**src/rtl/core/bhps_pkg.sv**
```systemverilog
package bhps_pkg;

    localparam logic [7:0] CH_DICT  = 8'h64;
    localparam logic [7:0] CH_LIST  = 8'h6C;
    localparam logic [7:0] CH_END   = 8'h65;
    localparam logic [7:0] CH_INT   = 8'h69;
    localparam logic [7:0] CH_COLON = 8'h3A;
    localparam logic [7:0] CH_ZERO  = 8'h30;
    localparam logic [7:0] CH_NINE  = 8'h39;

    localparam logic [2:0] MODE_STRUCT  = 3'd0;
    localparam logic [2:0] MODE_DIGITS  = 3'd1;
    localparam logic [2:0] MODE_STRING  = 3'd2;
    localparam logic [2:0] MODE_INTEGER = 3'd3;
    localparam logic [2:0] MODE_PAYLOAD = 3'd4;

    typedef struct packed {
        logic [7:0] in_byte;
        logic       msg_last;
    } t_in_item;

    typedef struct packed {
        logic [7:0] out_byte;
        logic       is_payload;
        logic       end_of_message;
        logic       header_found;
    } t_out_item;

    typedef struct packed {
        logic [2:0] mode;
        logic       depth_zero;
    } t_scan_status;

endpackage

```
**src/rtl/core/bhps_scan.sv**
```systemverilog
module bhps_scan #(
    parameter int LENGTH_BITS = 24,
    parameter int DEPTH_BITS  = 8
) (
    input  logic                  i_clk,
    input  logic                  i_rst_n,
    input  logic                  i_accept,
    input  bhps_pkg::t_in_item    i_item,
    output bhps_pkg::t_out_item   o_result,
    output bhps_pkg::t_scan_status o_status
);
    import bhps_pkg::*;

    logic [2:0]             r_mode;
    logic [2:0]             n_mode;
    logic [DEPTH_BITS-1:0]  r_depth;
    logic [DEPTH_BITS-1:0]  n_depth;
    logic [LENGTH_BITS-1:0] r_count;
    logic [LENGTH_BITS-1:0] n_count;

    logic                   is_digit;
    logic [3:0]             digit_val;
    logic [LENGTH_BITS+3:0] count_x10;
    logic [LENGTH_BITS-1:0] count_sat;

    always_comb begin
        is_digit  = (i_item.in_byte inside {[CH_ZERO:CH_NINE]});
        digit_val = 4'(i_item.in_byte - CH_ZERO);
        count_x10 = ({4'b0, r_count} << 3) + ({4'b0, r_count} << 1)
                  + {{LENGTH_BITS{1'b0}}, digit_val};
        count_sat = (count_x10[LENGTH_BITS+3:LENGTH_BITS] != 4'b0)
                  ? {LENGTH_BITS{1'b1}} : count_x10[LENGTH_BITS-1:0];
    end

    always_comb begin
        n_mode  = r_mode;
        n_depth = r_depth;
        n_count = r_count;
        case (r_mode)
            MODE_STRUCT: begin
                if (i_item.in_byte == CH_DICT || i_item.in_byte == CH_LIST) begin
                    if (r_depth != {DEPTH_BITS{1'b1}}) begin
                        n_depth = r_depth + 1'b1;
                    end
                end else if (i_item.in_byte == CH_END) begin
                    if (r_depth != '0) begin
                        n_depth = r_depth - 1'b1;
                        if (r_depth == DEPTH_BITS'(1)) begin
                            n_mode = MODE_PAYLOAD;
                        end
                    end
                end else if (is_digit) begin
                    n_count = {{(LENGTH_BITS-4){1'b0}}, digit_val};
                    n_mode  = MODE_DIGITS;
                end else if (i_item.in_byte == CH_INT) begin
                    n_mode = MODE_INTEGER;
                end
            end
            MODE_DIGITS: begin
                if (is_digit) begin
                    n_count = count_sat;
                end else if (i_item.in_byte == CH_COLON) begin
                    n_mode = (r_count == '0) ? MODE_STRUCT : MODE_STRING;
                end else begin
                    n_count = '0;
                    n_mode  = MODE_STRUCT;
                end
            end
            MODE_STRING: begin
                if (r_count != '0) begin
                    n_count = r_count - 1'b1;
                end
                if (r_count == '0 || r_count == LENGTH_BITS'(1)) begin
                    n_mode = MODE_STRUCT;
                end
            end
            MODE_INTEGER: begin
                if (i_item.in_byte == CH_END) begin
                    n_mode = MODE_STRUCT;
                end
            end
            MODE_PAYLOAD: begin
                n_mode = MODE_PAYLOAD;
            end
            default: begin
                n_mode = MODE_STRUCT;
            end
        endcase
    end

    always_comb begin
        o_result.out_byte       = i_item.in_byte;
        o_result.is_payload     = (r_mode == MODE_PAYLOAD);
        o_result.end_of_message = i_item.msg_last;
        o_result.header_found   = (n_mode == MODE_PAYLOAD);
        o_status.mode           = r_mode;
        o_status.depth_zero     = (r_depth == '0);
    end

    always_ff @(posedge i_clk) begin
        if (!i_rst_n) begin
            r_mode  <= MODE_STRUCT;
            r_depth <= '0;
            r_count <= '0;
        end else if (i_accept) begin
            if (i_item.msg_last) begin
                r_mode  <= MODE_STRUCT;
                r_depth <= '0;
                r_count <= '0;
            end else begin
                r_mode  <= n_mode;
                r_depth <= n_depth;
                r_count <= n_count;
            end
        end
    end

endmodule

```
**src/rtl/core/bhps_skid.sv**
```systemverilog
module bhps_skid (
    input  logic                i_clk,
    input  logic                i_rst_n,
    input  logic                i_valid,
    output logic                o_ready,
    input  bhps_pkg::t_out_item i_data,
    output logic                o_valid,
    input  logic                i_ready,
    output bhps_pkg::t_out_item o_data
);
    import bhps_pkg::*;

    logic      r_main_valid;
    logic      r_skid_valid;
    t_out_item r_main;
    t_out_item r_skid;
    logic      push;
    logic      pop;

    assign o_ready = !r_skid_valid;
    assign o_valid = r_main_valid;
    assign o_data  = r_main;
    assign push    = i_valid && !r_skid_valid;
    assign pop     = r_main_valid && i_ready;

    always_ff @(posedge i_clk) begin
        if (!i_rst_n) begin
            r_main_valid <= 1'b0;
            r_skid_valid <= 1'b0;
        end else if (pop) begin
            if (r_skid_valid) begin
                r_skid_valid <= 1'b0;
            end else begin
                r_main_valid <= push;
            end
        end else if (push) begin
            if (r_main_valid) begin
                r_skid_valid <= 1'b1;
            end else begin
                r_main_valid <= 1'b1;
            end
        end
    end

    always_ff @(posedge i_clk) begin
        if (pop && r_skid_valid) begin
            r_main <= r_skid;
        end else if (push && (pop || !r_main_valid)) begin
            r_main <= i_data;
        end
        if (push && r_main_valid && !pop) begin
            r_skid <= i_data;
        end
    end

endmodule

```
**src/rtl/core/bencode_header_payload_splitter_core.sv**
```systemverilog
// Bencode header/payload splitter.
// Input channel (i_in_valid / o_in_ready / i_in_item) carries one message byte
// per item with a last-byte flag. Output channel (o_out_valid / i_out_ready /
// o_out_item) returns exactly one item per input byte: the byte itself, a
// payload flag (byte follows the close of the first top-level dictionary or list),
// the last-byte flag and a header-found flag that includes the current byte.
// Each result is registered in the output buffer before it is presented.
// Throughput: one byte per cycle while o_in_ready is high; the scan state update is
// a combinational step, and the one-entry carry to the next byte is the scanner's state.
// Reset clears the scanner to structure scanning with zero depth and length,
// and empties the output buffer. The scan state also clears after every
// byte marked last, so each message is scanned on its own.
// When the receiver stalls, the output register plus a skid entry hold up to
// two results; o_in_ready drops only once both are full, and no result is
// ever dropped or repeated.
module bencode_header_payload_splitter_core #(
    parameter int LENGTH_BITS = 24,
    parameter int DEPTH_BITS  = 8
) (
    input  logic                i_clk,
    input  logic                i_rst_n,
    input  logic                i_in_valid,
    output logic                o_in_ready,
    input  bhps_pkg::t_in_item  i_in_item,
    output logic                o_out_valid,
    input  logic                i_out_ready,
    output bhps_pkg::t_out_item o_out_item
);
    import bhps_pkg::*;

    logic         in_accept;
    t_out_item    scan_result;
    t_scan_status scan_status;

    assign in_accept = i_in_valid && o_in_ready;

    bhps_scan #(
        .LENGTH_BITS(LENGTH_BITS),
        .DEPTH_BITS (DEPTH_BITS)
    ) u_scan (
        .i_clk   (i_clk),
        .i_rst_n (i_rst_n),
        .i_accept(in_accept),
        .i_item  (i_in_item),
        .o_result(scan_result),
        .o_status(scan_status)
    );

    bhps_skid u_skid (
        .i_clk  (i_clk),
        .i_rst_n(i_rst_n),
        .i_valid(i_in_valid),
        .o_ready(o_in_ready),
        .i_data (scan_result),
        .o_valid(o_out_valid),
        .i_ready(i_out_ready),
        .o_data (o_out_item)
    );

    a_payload_implies_found: assert property (@(posedge i_clk) disable iff (!i_rst_n)
        o_out_valid && o_out_item.is_payload |-> o_out_item.header_found)
        else $error("payload byte without header found");

    a_not_ready_implies_valid: assert property (@(posedge i_clk) disable iff (!i_rst_n)
        !o_in_ready |-> o_out_valid)
        else $error("input stalled with empty output");

    a_last_clears_state: assert property (@(posedge i_clk) disable iff (!i_rst_n)
        in_accept && i_in_item.msg_last |=>
            scan_status.mode == MODE_STRUCT && scan_status.depth_zero)
        else $error("scan state not cleared after last byte");

    a_payload_depth_zero: assert property (@(posedge i_clk) disable iff (!i_rst_n)
        scan_status.mode == MODE_PAYLOAD |-> scan_status.depth_zero)
        else $error("payload mode with nonzero depth");

endmodule
```
**config.mk**
```make
export PLATFORM = sky130hd
export DESIGN_NAME = bencode_header_payload_splitter_core
export DESIGN_NICKNAME = d
export VERILOG_FILES = /design/src/rtl/core/bhps_pkg.sv /design/src/rtl/core/bhps_scan.sv /design/src/rtl/core/bhps_skid.sv /design/src/rtl/core/bencode_header_payload_splitter_core.sv
export SDC_FILE = /design/constraint.sdc
export NUM_CORES = 1
export LEC_CHECK = 0
export ABC_AREA = 1
export BUFFER_PORTS_ARGS = -buffer_cell sky130_fd_sc_hd__buf_2
export CAP_MARGIN = 25
export CORE_MARGIN = 4
export CORE_UTILIZATION = 55
export DETAILED_ROUTE_END_ITERATION = 10
export PLACE_DENSITY_LB_ADDON = 0.15
export SYNTH_ARGS = -nofsm -noshare
export SYNTH_HDL_FRONTEND = slang
export SYNTH_SLANG_ARGS = --single-unit
export TNS_END_PERCENT = 30
```
**constraint.sdc**
```tcl
create_clock -name i_clk -period 3.6 [get_ports i_clk]
set_input_delay 1.08 -clock i_clk [delete_from_list [all_inputs] [get_ports i_clk]]
set_output_delay 1.08 -clock i_clk [all_outputs]
set_load 0.02 [all_outputs]
```
==> flow_metrics.py, run 1 <==
metrics = {
    "final_layout": {
        "layout_commonest_cell": "nand2_1",
        "final_cells": 1097,
        "final_cell_mix": "263 x nand2_1, 120 x inv_1, 87 x nor2_1",
        "fillers": 1027,
        "syn2layout_area_growth_pct": 9.21,
        "fin_nets": 1023,
        "diodes": 0,
        "drive_above_1_share_pct": 17.0,
    },
    "global_route": {
        "grt_pass1_vias": 5248,
        "antenna_found_initial": 0,
        "grt_max_degree": 25,
        "grt_pass1_wl_um": 25400,
        "track_usage_pct": 24.1,
        "overflow": 0,
    },
    "placed_design": {
        "hpwl_um": 11600,
        "numPortBuffers": 25,
        "gp_congestion": 0.930,
        "dp_cells": 1081,
    },
    "setup_path": {
        "worstPathRequired_ns": 3.83,
        "arrival_ns": 3.62,
        "r2r_setup_slack_ns": 0.66,
        "crit_type": "in2reg",
        "reg2regPathDepth": 18,
        "cp_max_fo": 19,
        "startpoint_type": "input port",
        "end_kind": "register",
        "worst_r2r_endpoint": "u_scan.r_count[0]",
        "r2r-start": "u_scan.r_count[0]",
    },
    "pwr": {
        "ir_worst_vdd_uv": 189,
        "power.density_mw_per_mm2": 232,
        "power.total_mw": 1.52,
        "p_leak_nw": 3.55,
    },
    "synth": {
        "synth-simple-area-share_pct": 38.1,
        "syn_inst": 914,
        "ys_ff_latch": 59,
        "synthesis.nets": 981,
        "synthMuxAreaShare_pct": 0.750,
        "syn_area_per_cell_um2": 6.57,
        "seq_area_frac_synth_pct": 23.3,
        "synth_top_family_by_area": "simple AND/OR/NAND/NOR gates",
        "syn_area_mm2": 0.00601,
        "synth_fa_ha_area_share_pct": 11.5,
        "yosysUniqueCellTypes": 45,
        "synth-xor-area-share_pct": 2.92,
        "synth-compound-area-share_pct": 12.7,
        "yosys_warnings": 0,
    },
    "hold_path": {
        "hold_path_end": "u_scan.r_depth[2]",
        "hold_start": "u_scan.r_depth[2]",
        "hp-class": "reg2reg",
        "min_path_cells": 2,
    },
    "timing": {
        "setup_viol": 0,
        "slew-limit-headroom_pct": 59.3,
        "final-hold-violation-count": 0,
        "max_freq_ghz": 0.294,
        "finClkSkew_ns": 0.00891,
        "finalCritPeriodShare_pct": 94.4,
        "worstMarginPinSlew_ns": 0.609,
        "rsz0062_at_grt": "no",
        "period_minus_slack_ns": 3.40,
        "fin_setup_tns_ns": 0,
        "slew_violations": 0,
    },
    "routing": {
        "post_drt_wl_per_cell_um": 13.6,
        "wl_um": 14900,
        "drt_iter0_drc": 510,
        "num_vias": 5722,
        "firstDrtPassIters": 5,
        "ant_nets": 0,
        "vias_per_cell": 5.22,
        "drc": 0,
    },
    "cts": {
        "clockRootBuffer": "clkbuf_8",
        "ctsHoldBuffers": 0,
        "worst_skew_pair.late_latency_ns": 0.35,
        "clk_pin_slew_ns": 0.07,
        "clkSinkCount": 59,
        "post_cts_buffers": 0,
        "cts.htree.levels": 3,
        "cts_tree": "built",
        "clockBufferDepth": 2,
        "numCtsBuffers": 9,
        "cts_resized": 0,
    },
    "floorplan": {
        "io_pins": 26,
        "die_width_um": 113,
        "start_util_pct": 57.4,
        "dieArea_mm2": 0.0127,
        "placeableCoreArea_mm2": 0.0105,
        "num_rows": 37,
        "die_h_um": 113,
    },
    "job": {
        "drv_cap": 0,
    },
    "status": {
        "outcome": "complete, no violations",
    },
}
how the worst max path moves through the flow:
stage                      start                 end  slack [ns]
floorplan           i_in_item[4]  u_scan.r_count[18]        0.17
global placement    i_in_item[4]  u_scan.r_count[18]       -0.08
detailed placement  i_in_item[4]   u_scan.r_count[0]       -0.13
CTS                 i_in_item[4]   u_scan.r_count[0]        0.23
global route        i_in_item[4]   u_scan.r_count[0]       0.003
finish              i_in_item[4]   u_scan.r_count[0]        0.20
cells by family after synthesis:
logic type,count (synthesis)
adders and majority gates,54
xor gates and xnor gates,20
buffers and inverters,154
and+or+nand+nor,491
muxes,4
AOI/OAI and AO/OA,132
DFF,59
layer usage:
layer / vias to the layer above / global-route usage [%] / wire length (um)
met2: 108 / 37.5 / 6480
met3: 17 / 3.83 / 626
met4: 0 / 4.97 / 192
met1: 2550 / 35.3 / 7630
met5: - / 0 / 0
li1: 3047 / - / -
worst max-delay path, stage by stage:
cell	delay (ns)
buf_2	0.12
fa_1	0.55
inv_1	0.06
fa_1	0.46
inv_1	0.15
nand2_1	0.06
nand2_1	0.06
nand3_1	0.08
nand2_2	0.11
nand2_1	0.07
nand4_1	0.10
nand2_2	0.10
nor2_8	0.11
buf_12	0.19
nand3_1	0.09
nand2_1	0.06
nand2_1	0.05
nand2_1	0.05
a21oi_1	0.06
area by class of cell:
class,count,area [um^2],area share (%)
Multi-Input combinational cell,701,3960,60.4
Inverter,136,512,7.80
Sequential cell,59,1400,21.4
Timing Repair Buffer,49,330,5.04
Tap cell,136,170,2.59
Clock inverter,6,56.3,0.858
Clock buffer,10,128,1.95
power breakdown:
part | internal [mW] | switching, mW | leakage [nW]
Combinational | 0.0725 | 0.141 | 2.94
Clock | 0.313 | 0.267 | 0.0935
Sequential | 0.715 | 0.0142 | 0.510
stage by stage:
step | utilization (%) | setup slack [ns] | instance area, um^2 | hold WS (ns)
2_1_floorplan | - | 0.174 | 6010 | 0.485
3_3_place_gp | 60.9 | -0.0819 | 6380 | 0.512
3_5_place_dp | 60.9 | -0.130 | 6380 | 0.516
4_1_cts | 62.7 | 0.231 | 6560 | 0.528
5_1_grt | 62.7 | 0.00291 | 6560 | 0.556
6_report | 62.7 | 0.203 | 6560 | 0.526
flip-flops by register name, summed over array words and instances, names as in the netlist:
signal / flops
u_scan.r_count: 24
u_skid.r_skid_valid: 1
u_skid.r_skid: 11
u_scan.r_depth: 8
u_skid.o_data: 11
u_skid.o_valid: 1
u_scan.r_mode: 3
cells in the mapped netlist (all sizes together):
library cell	number	area share, %
clkbuf	8	0.56
nand3b	1	0.13
xnor2	10	1.5
o22ai	3	0.31
o221ai	1	0.15
nor4	3	0.31
inv	135	8.4
or2	2	0.21
nor4b	1	0.15
xor2	10	1.5
nand2	283	19
a21oi	77	7.4
a21boi	2	0.25
mux2	4	0.75
nor2	105	8.2
clkinv	1	0.083
edfxtp	22	11
o2111ai	2	0.29
a211oi	1	0.13
buf	10	1.6
nor3	15	1.5
dfxtp	37	12
o21a	2	0.25
fa	2	0.67
a21o	4	0.50
o211ai	3	0.37
nand4	17	1.8
nand3	63	7.1
and2	1	0.10
ha	52	11
o21ai	37	3.1
No activity file was read; power rests on OpenSTA's default activity.
==> run 2, diff against run 1 <==
--- a/config.mk
+++ b/config.mk
@@ -5,7 +5,6 @@
 export SDC_FILE = /design/constraint.sdc
 export NUM_CORES = 1
 export LEC_CHECK = 0
-export ABC_AREA = 1
 export BUFFER_PORTS_ARGS = -buffer_cell sky130_fd_sc_hd__buf_2
 export CAP_MARGIN = 25
 export CORE_MARGIN = 4
==> constraint.sdc (replaced) <==
create_clock -name i_clk -period 3.2 [get_ports i_clk]
set_input_delay 0.96 -clock i_clk [delete_from_list [all_inputs] [get_ports i_clk]]
set_output_delay 0.96 -clock i_clk [all_outputs]
set_load 0.02 [all_outputs]
==> flow_metrics.py, run 2 <==
metrics = {
    "synth": {
        "synth_flop_cell": "dfxtp_1",
        "ys_ff_latch": 59,
        "synthesis.nets": 708,
        "yosysTopAreaCell": "dfxtp_1",
        "syn_inst": 641,
        "syn_area_mm2": 0.00520,
        "synth-async-reset-ratio_pct": 0,
        "synth_area_leaders": "dfxtp_1 14%, edfxtp_1 13%, ha_1 13%",
        "synth_most_common_cell": "nand2_1",
        "synth_commonest_cells": "88 x nand2_1, 54 x a21oi_1, 52 x ha_1",
        "syn_area_per_cell_um2": 8.11,
        "yosys_warnings": 0,
        "synth_edf_count": 22,
        "yosysUniqueCellTypes": 76,
        "seq_area_frac_synth_pct": 27.0,
        "synth_top_cell_area_share_pct": 14.3,
    },
    "cts": {
        "worst_skew_pair.late_latency_ns": 0.36,
        "clockBufferDepth": 2,
        "clk_pin_slew_ns": 0.08,
        "cts.htree.levels": 3,
        "ctsHoldBuffers": 0,
        "clkSinkCount": 59,
        "numCtsBuffers": 9,
        "clockRootBuffer": "clkbuf_8",
        "cts_tree": "built",
    },
    "pwr": {
        "p_leak_nw": 2.90,
        "ir_worst_vdd_uv": 177,
        "power.density_mw_per_mm2": 294,
    },
    "floorplan": {
        "placeableCoreArea_mm2": 0.00924,
        "io_pins": 26,
        "start_util_pct": 56.2,
        "dieArea_mm2": 0.0111,
        "die_width_um": 105,
        "die_h_um": 105,
        "num_rows": 35,
    },
    "routing": {
        "wl_met1_um": 6400,
        "firstDrtPassIters": 5,
        "routed.top_layer": "met4",
        "drt_iter0_drc": 430,
        "post_drt_wl_per_cell_um": 17.3,
        "met3_length_um": 728,
        "ant_nets": 0,
        "wl_met2_um": 7260,
        "wl_um": 14800,
        "drc": 0,
        "num_vias": 5372,
        "vias_per_cell": 6.25,
    },
    "timing": {
        "final-hold-violation-count": 0,
        "finClkSkew_ns": 0.0121,
        "finalCritPeriodShare_pct": 115,
        "layout_setup_ws_ns": -0.482,
        "slew_violations": 0,
        "period_minus_slack_ns": 3.68,
        "setup_viol": 24,
        "hold_slack_ns": 0.512,
        "slew-limit-headroom_pct": 60.2,
        "rsz0062_at_grt": "yes",
        "worstMarginPinSlew_ns": 0.597,
        "max_freq_ghz": 0.272,
    },
    "setup_path": {
        "end_kind": "register",
        "r2r-start": "u_scan.r_count[2]",
        "crit_type": "in2reg",
        "cp-startpoint": "i_in_item[4]",
        "worstPathRequired_ns": 3.44,
        "arrival_ns": 3.92,
        "cp_max_fo": 7,
        "startpoint_type": "input port",
    },
    "hold_path": {
        "hp-class": "reg2reg",
        "hold_start": "u_skid.r_skid[10]",
    },
    "global_route": {
        "antenna_found_initial": 0,
        "grt_pass1_wl_um": 24500,
        "overflow": 0,
        "grt_max_degree": 14,
        "track_usage_pct": 26.6,
        "grt_pass1_vias": 5217,
    },
    "placed_design": {
        "placed_area_mm2": 0.00590,
        "hpwl_um": 11100,
        "gp_congestion": 0.913,
        "numPortBuffers": 25,
    },
    "final_layout": {
        "drive_above_1_share_pct": 22.1,
        "syn2layout_area_growth_pct": 22.2,
        "regArea_mm2": 0.00140,
        "largest_register_ffs": 24,
        "design_area_mm2": 0.00635,
        "diodes": 0,
        "fillers": 725,
        "multi_input_area_mm2": 0.00376,
        "fin_nets": 792,
        "final_cell_mix": "87 x nand2_1, 72 x buf_4, 51 x a21oi_1",
        "layout_commonest_cell": "nand2_1",
        "max_flop_register": "u_scan.r_count",
    },
    "status": {
        "violations": "negative setup slack",
        "outcome": "finished with violations",
    },
    "job": {
        "drv_cap": 0,
    },
}
run 2: metal layers:
metal / vias up / GRT usage, %
met5: - / 0
met4: 0 / 12.3
met3: 43 / 2.88
met2: 203 / 47.1
met1: 2537 / 32.3
li1: 2589 / -
run 2: cell type report:
class / count / area share, %
inverters: 14 / 0.827
repair buffers: 102 / 11.5
clock buffers: 9 / 1.95
well taps: 129 / 2.54
clock inverters: 7 / 1.97
multi-input cells: 539 / 59.1
flip-flops and latches: 59 / 22.1
run 2: through the flow:
step / power [mW] / setup WS (ns) / TNS, ns / utilization [%] / cells
floorplan: 0.945 / -0.577 / -11.45 / - / 641
global placement: 1.01 / -0.818 / -18.17 / 63.8 / 835
detailed placement: 1.02 / -0.927 / -20.32 / 63.8 / 836
CTS: 1.86 / -0.418 / -8.96 / 67.7 / 857
global route: 1.93 / -0.590 / -12.52 / 68.7 / 859
finish: 1.87 / -0.482 / -10.02 / 68.7 / 859
run 2: timing repair:
action / CTS / global route
setup buffers: 3 / 2
setup endpoints to repair: 24 / 24
pin swaps: 11 / 2
cloned: 2 / 0
resized for setup: 15 / 13
run 2: critical path: stages:
cell and delay (ns):
buf_6 0.09, fa_1 0.51, inv_2 0.04, fa_2 0.33, nand2b_4 0.15, a21o_4 0.22, a211oi_4 0.34, o41ai_4 0.14
a311oi_1 0.30, o311a_1 0.27, buf_6 0.15, buf_4 0.15, a41o_1 0.18, a211oi_2 0.07
run 2: kinds of logic after synthesis:
family	Yosys count	synth area share, %
muxes	3	0.602
buffers and inverters	44	3.97
and+or+nand+nor	265	26.1
adders and majority gates	54	13.3
DFF	59	27.0
xor gates and xnor gates	28	4.72
AOI/OAI and AO/OA	188	24.4
run 2: where the power goes:
group          switching (mW)  total, mW  internal, mW
clock                   0.340      0.863         0.523
combinational           0.117      0.189        0.0721
sequential             0.0153      0.818         0.802
total                   0.472       1.87          1.40
run 2: path summary, 6_finish.rpt:
kind                       end  slack [ns]  cells past startpoint
max          u_scan.r_count[3]       -0.48                     14
min          u_skid.o_data[10]        0.51                      2
max reg2reg  u_scan.r_count[3]       -0.18                     13
min reg2reg  u_skid.o_data[10]        0.51                      2
==> run 3, diff against run 2 <==
--- a/config.mk
+++ b/config.mk
@@ -10,7 +10,8 @@
 export CORE_MARGIN = 4
 export CORE_UTILIZATION = 55
 export DETAILED_ROUTE_END_ITERATION = 10
-export PLACE_DENSITY_LB_ADDON = 0.15
+export PLACE_DENSITY_LB_ADDON = 0.25
+export RECOVER_POWER = 50
 export SYNTH_ARGS = -nofsm -noshare
 export SYNTH_HDL_FRONTEND = slang
 export SYNTH_SLANG_ARGS = --single-unit
==> flow_metrics.py, run 3 (same netlist as run 2, synthesis figures left out) <==
metrics = {
    "final_layout": {
        "syn2layout_area_growth_pct": 17.9,
        "regArea_mm2": 0.00140,
        "max_flop_register": "u_scan.r_count",
        "final_cell_mix": "88 x nand2_1, 62 x buf_4, 53 x a21oi_1",
        "utilization_pct": 66.3,
        "fillers": 797,
        "layout_commonest_cell": "nand2_1",
        "drive_above_1_share_pct": 18.2,
        "largest_register_ffs": 24,
        "diodes": 0,
        "fin_nets": 786,
        "multi_input_area_mm2": 0.00369,
    },
    "status": {
        "outcome": "finished with violations",
        "violations": "negative setup slack",
    },
    "placed_design": {
        "numPortBuffers": 25,
        "hpwl_um": 11000,
        "gp_congestion": 0.908,
    },
    "setup_path": {
        "end_kind": "register",
        "arrival_ns": 3.88,
        "worstPathRequired_ns": 3.44,
        "cp_max_fo": 14,
        "crit_type": "in2reg",
        "startpoint_type": "input port",
    },
    "global_route": {
        "grt_pass1_vias": 5085,
        "antenna_found_initial": 0,
        "grt_pass1_wl_um": 24100,
        "grt_max_degree": 15,
        "track_usage_pct": 26.3,
        "overflow": 0,
    },
    "cts": {
        "clkSinkCount": 59,
        "numCtsBuffers": 9,
        "cts.htree.levels": 3,
        "clockBufferDepth": 2,
        "clk_pin_slew_ns": 0.07,
        "cts_tree": "built",
        "clockRootBuffer": "clkbuf_8",
        "worst_skew_pair.late_latency_ns": 0.36,
    },
    "timing": {
        "rsz0062_at_grt": "yes",
        "slew_violations": 0,
        "slew-limit-headroom_pct": 46.2,
        "layout_setup_ws_ns": -0.442,
        "setup_viol": 24,
        "period_minus_slack_ns": 3.64,
        "max_freq_ghz": 0.275,
        "final-hold-violation-count": 0,
        "worstMarginPinSlew_ns": 0.808,
        "finalCritPeriodShare_pct": 114,
        "hold_slack_ns": 0.512,
        "finClkSkew_ns": 0.0151,
    },
    "pwr": {
        "power.density_mw_per_mm2": 266,
        "p_leak_nw": 2.76,
        "ir_worst_vdd_uv": 144,
    },
    "routing": {
        "num_vias": 5285,
        "firstDrtPassIters": 6,
        "drt_iter0_drc": 477,
        "ant_nets": 0,
        "vias_per_cell": 6.20,
        "post_drt_wl_per_cell_um": 16.8,
        "wl_um": 14300,
        "drc": 0,
    },
    "floorplan": {
        "start_util_pct": 56.2,
        "io_pins": 26,
        "die_h_um": 105,
        "num_rows": 35,
        "placeableCoreArea_mm2": 0.00924,
        "dieArea_mm2": 0.0111,
        "die_width_um": 105,
    },
    "job": {
        "drv_cap": 0,
    },
    "hold_path": {
        "hp-class": "reg2reg",
    },
}
## run 3: changes by cell type in the layout (fill, tap and decap cells not counted), moves of 2 or more
cell        change
clkinvlp_4      +4
clkbuf_1       +16
bufinv_16       -3
a21oi_2         -2
clkinv_4        -2
a41oi_2         -2
buf_4          -10
a21oi_1         +2
buf_2           -9
a41oi_1         +2
buf_6           -4
## run 3: power breakdown
group	internal (mW)	switching [mW]	leakage, nW
registers	0.802	0.0153	0.505
logic	0.0639	0.115	2.17
clock network	0.282	0.350	0.0779
total	1.15	0.480	2.76
## run 3: critical path, stage by stage
cell,delay (ns)
buf_2,0.11
fa_1,0.52
inv_2,0.05
fa_2,0.34
nand2b_4,0.16
a21o_4,0.22
a211oi_4,0.29
o41ai_2,0.13
a311oi_1,0.28
o311a_1,0.26
buf_12,0.14
a41oi_1,0.09
or3_1,0.32
## run 3: timing repair
action                                  in CTS  in global routing
endpoints found under the setup margin      24                 24
resized for setup                           10                  2
setup buffers                                0                  1
hold buffers                                 0                  0
cloned                                       1                  0
pin swaps                                    7                  0
## run 3: final timing paths
kind / from / cells past startpoint / slack, ns / endpoint
max: i_in_item[4] / 13 / -0.44 / u_scan.r_count[14]
max reg2reg: u_scan.r_count[2] / 12 / -0.13 / u_scan.r_count[14]
min: u_skid.r_skid[1] / 2 / 0.51 / u_skid.o_data[1]
min reg2reg: u_skid.r_skid[1] / 2 / 0.51 / u_skid.o_data[1]
## run 3: layout make-up
type / instances / area share [%]
inverters: 14 / 0.857
clock buffers: 9 / 2.02
repair buffers: 96 / 10.5
multi-input cells: 539 / 60.2
clock inverters: 7 / 0.857
well taps: 129 / 2.63
flip-flops and latches: 59 / 22.9
## run 3: layer usage
metal	track usage (%)	share of wire (%)
met1	33.1	44
met2	44.5	48
met3	5.08	5.5
met4	10.2	2.7
met5	0	0
## run 3: stage by stage
| stage | std cells | TNS [ns] | cell area (um^2) | worst slack (ns) | power (mW) |
|---|---|---|---|---|---|
| after floorplan | 641 | -11.45 | 5230 | -0.577 | 0.945 |
| after global placement | 834 | -17.84 | 5900 | -0.809 | 1.01 |
| after detailed placement | 835 | -20.00 | 5900 | -0.904 | 1.02 |
| after CTS | 852 | -8.18 | 6140 | -0.405 | 1.63 |
| after global routing | 853 | -11.35 | 6130 | -0.542 | 1.69 |
| final | 853 | -9.36 | 6130 | -0.442 | 1.63 |
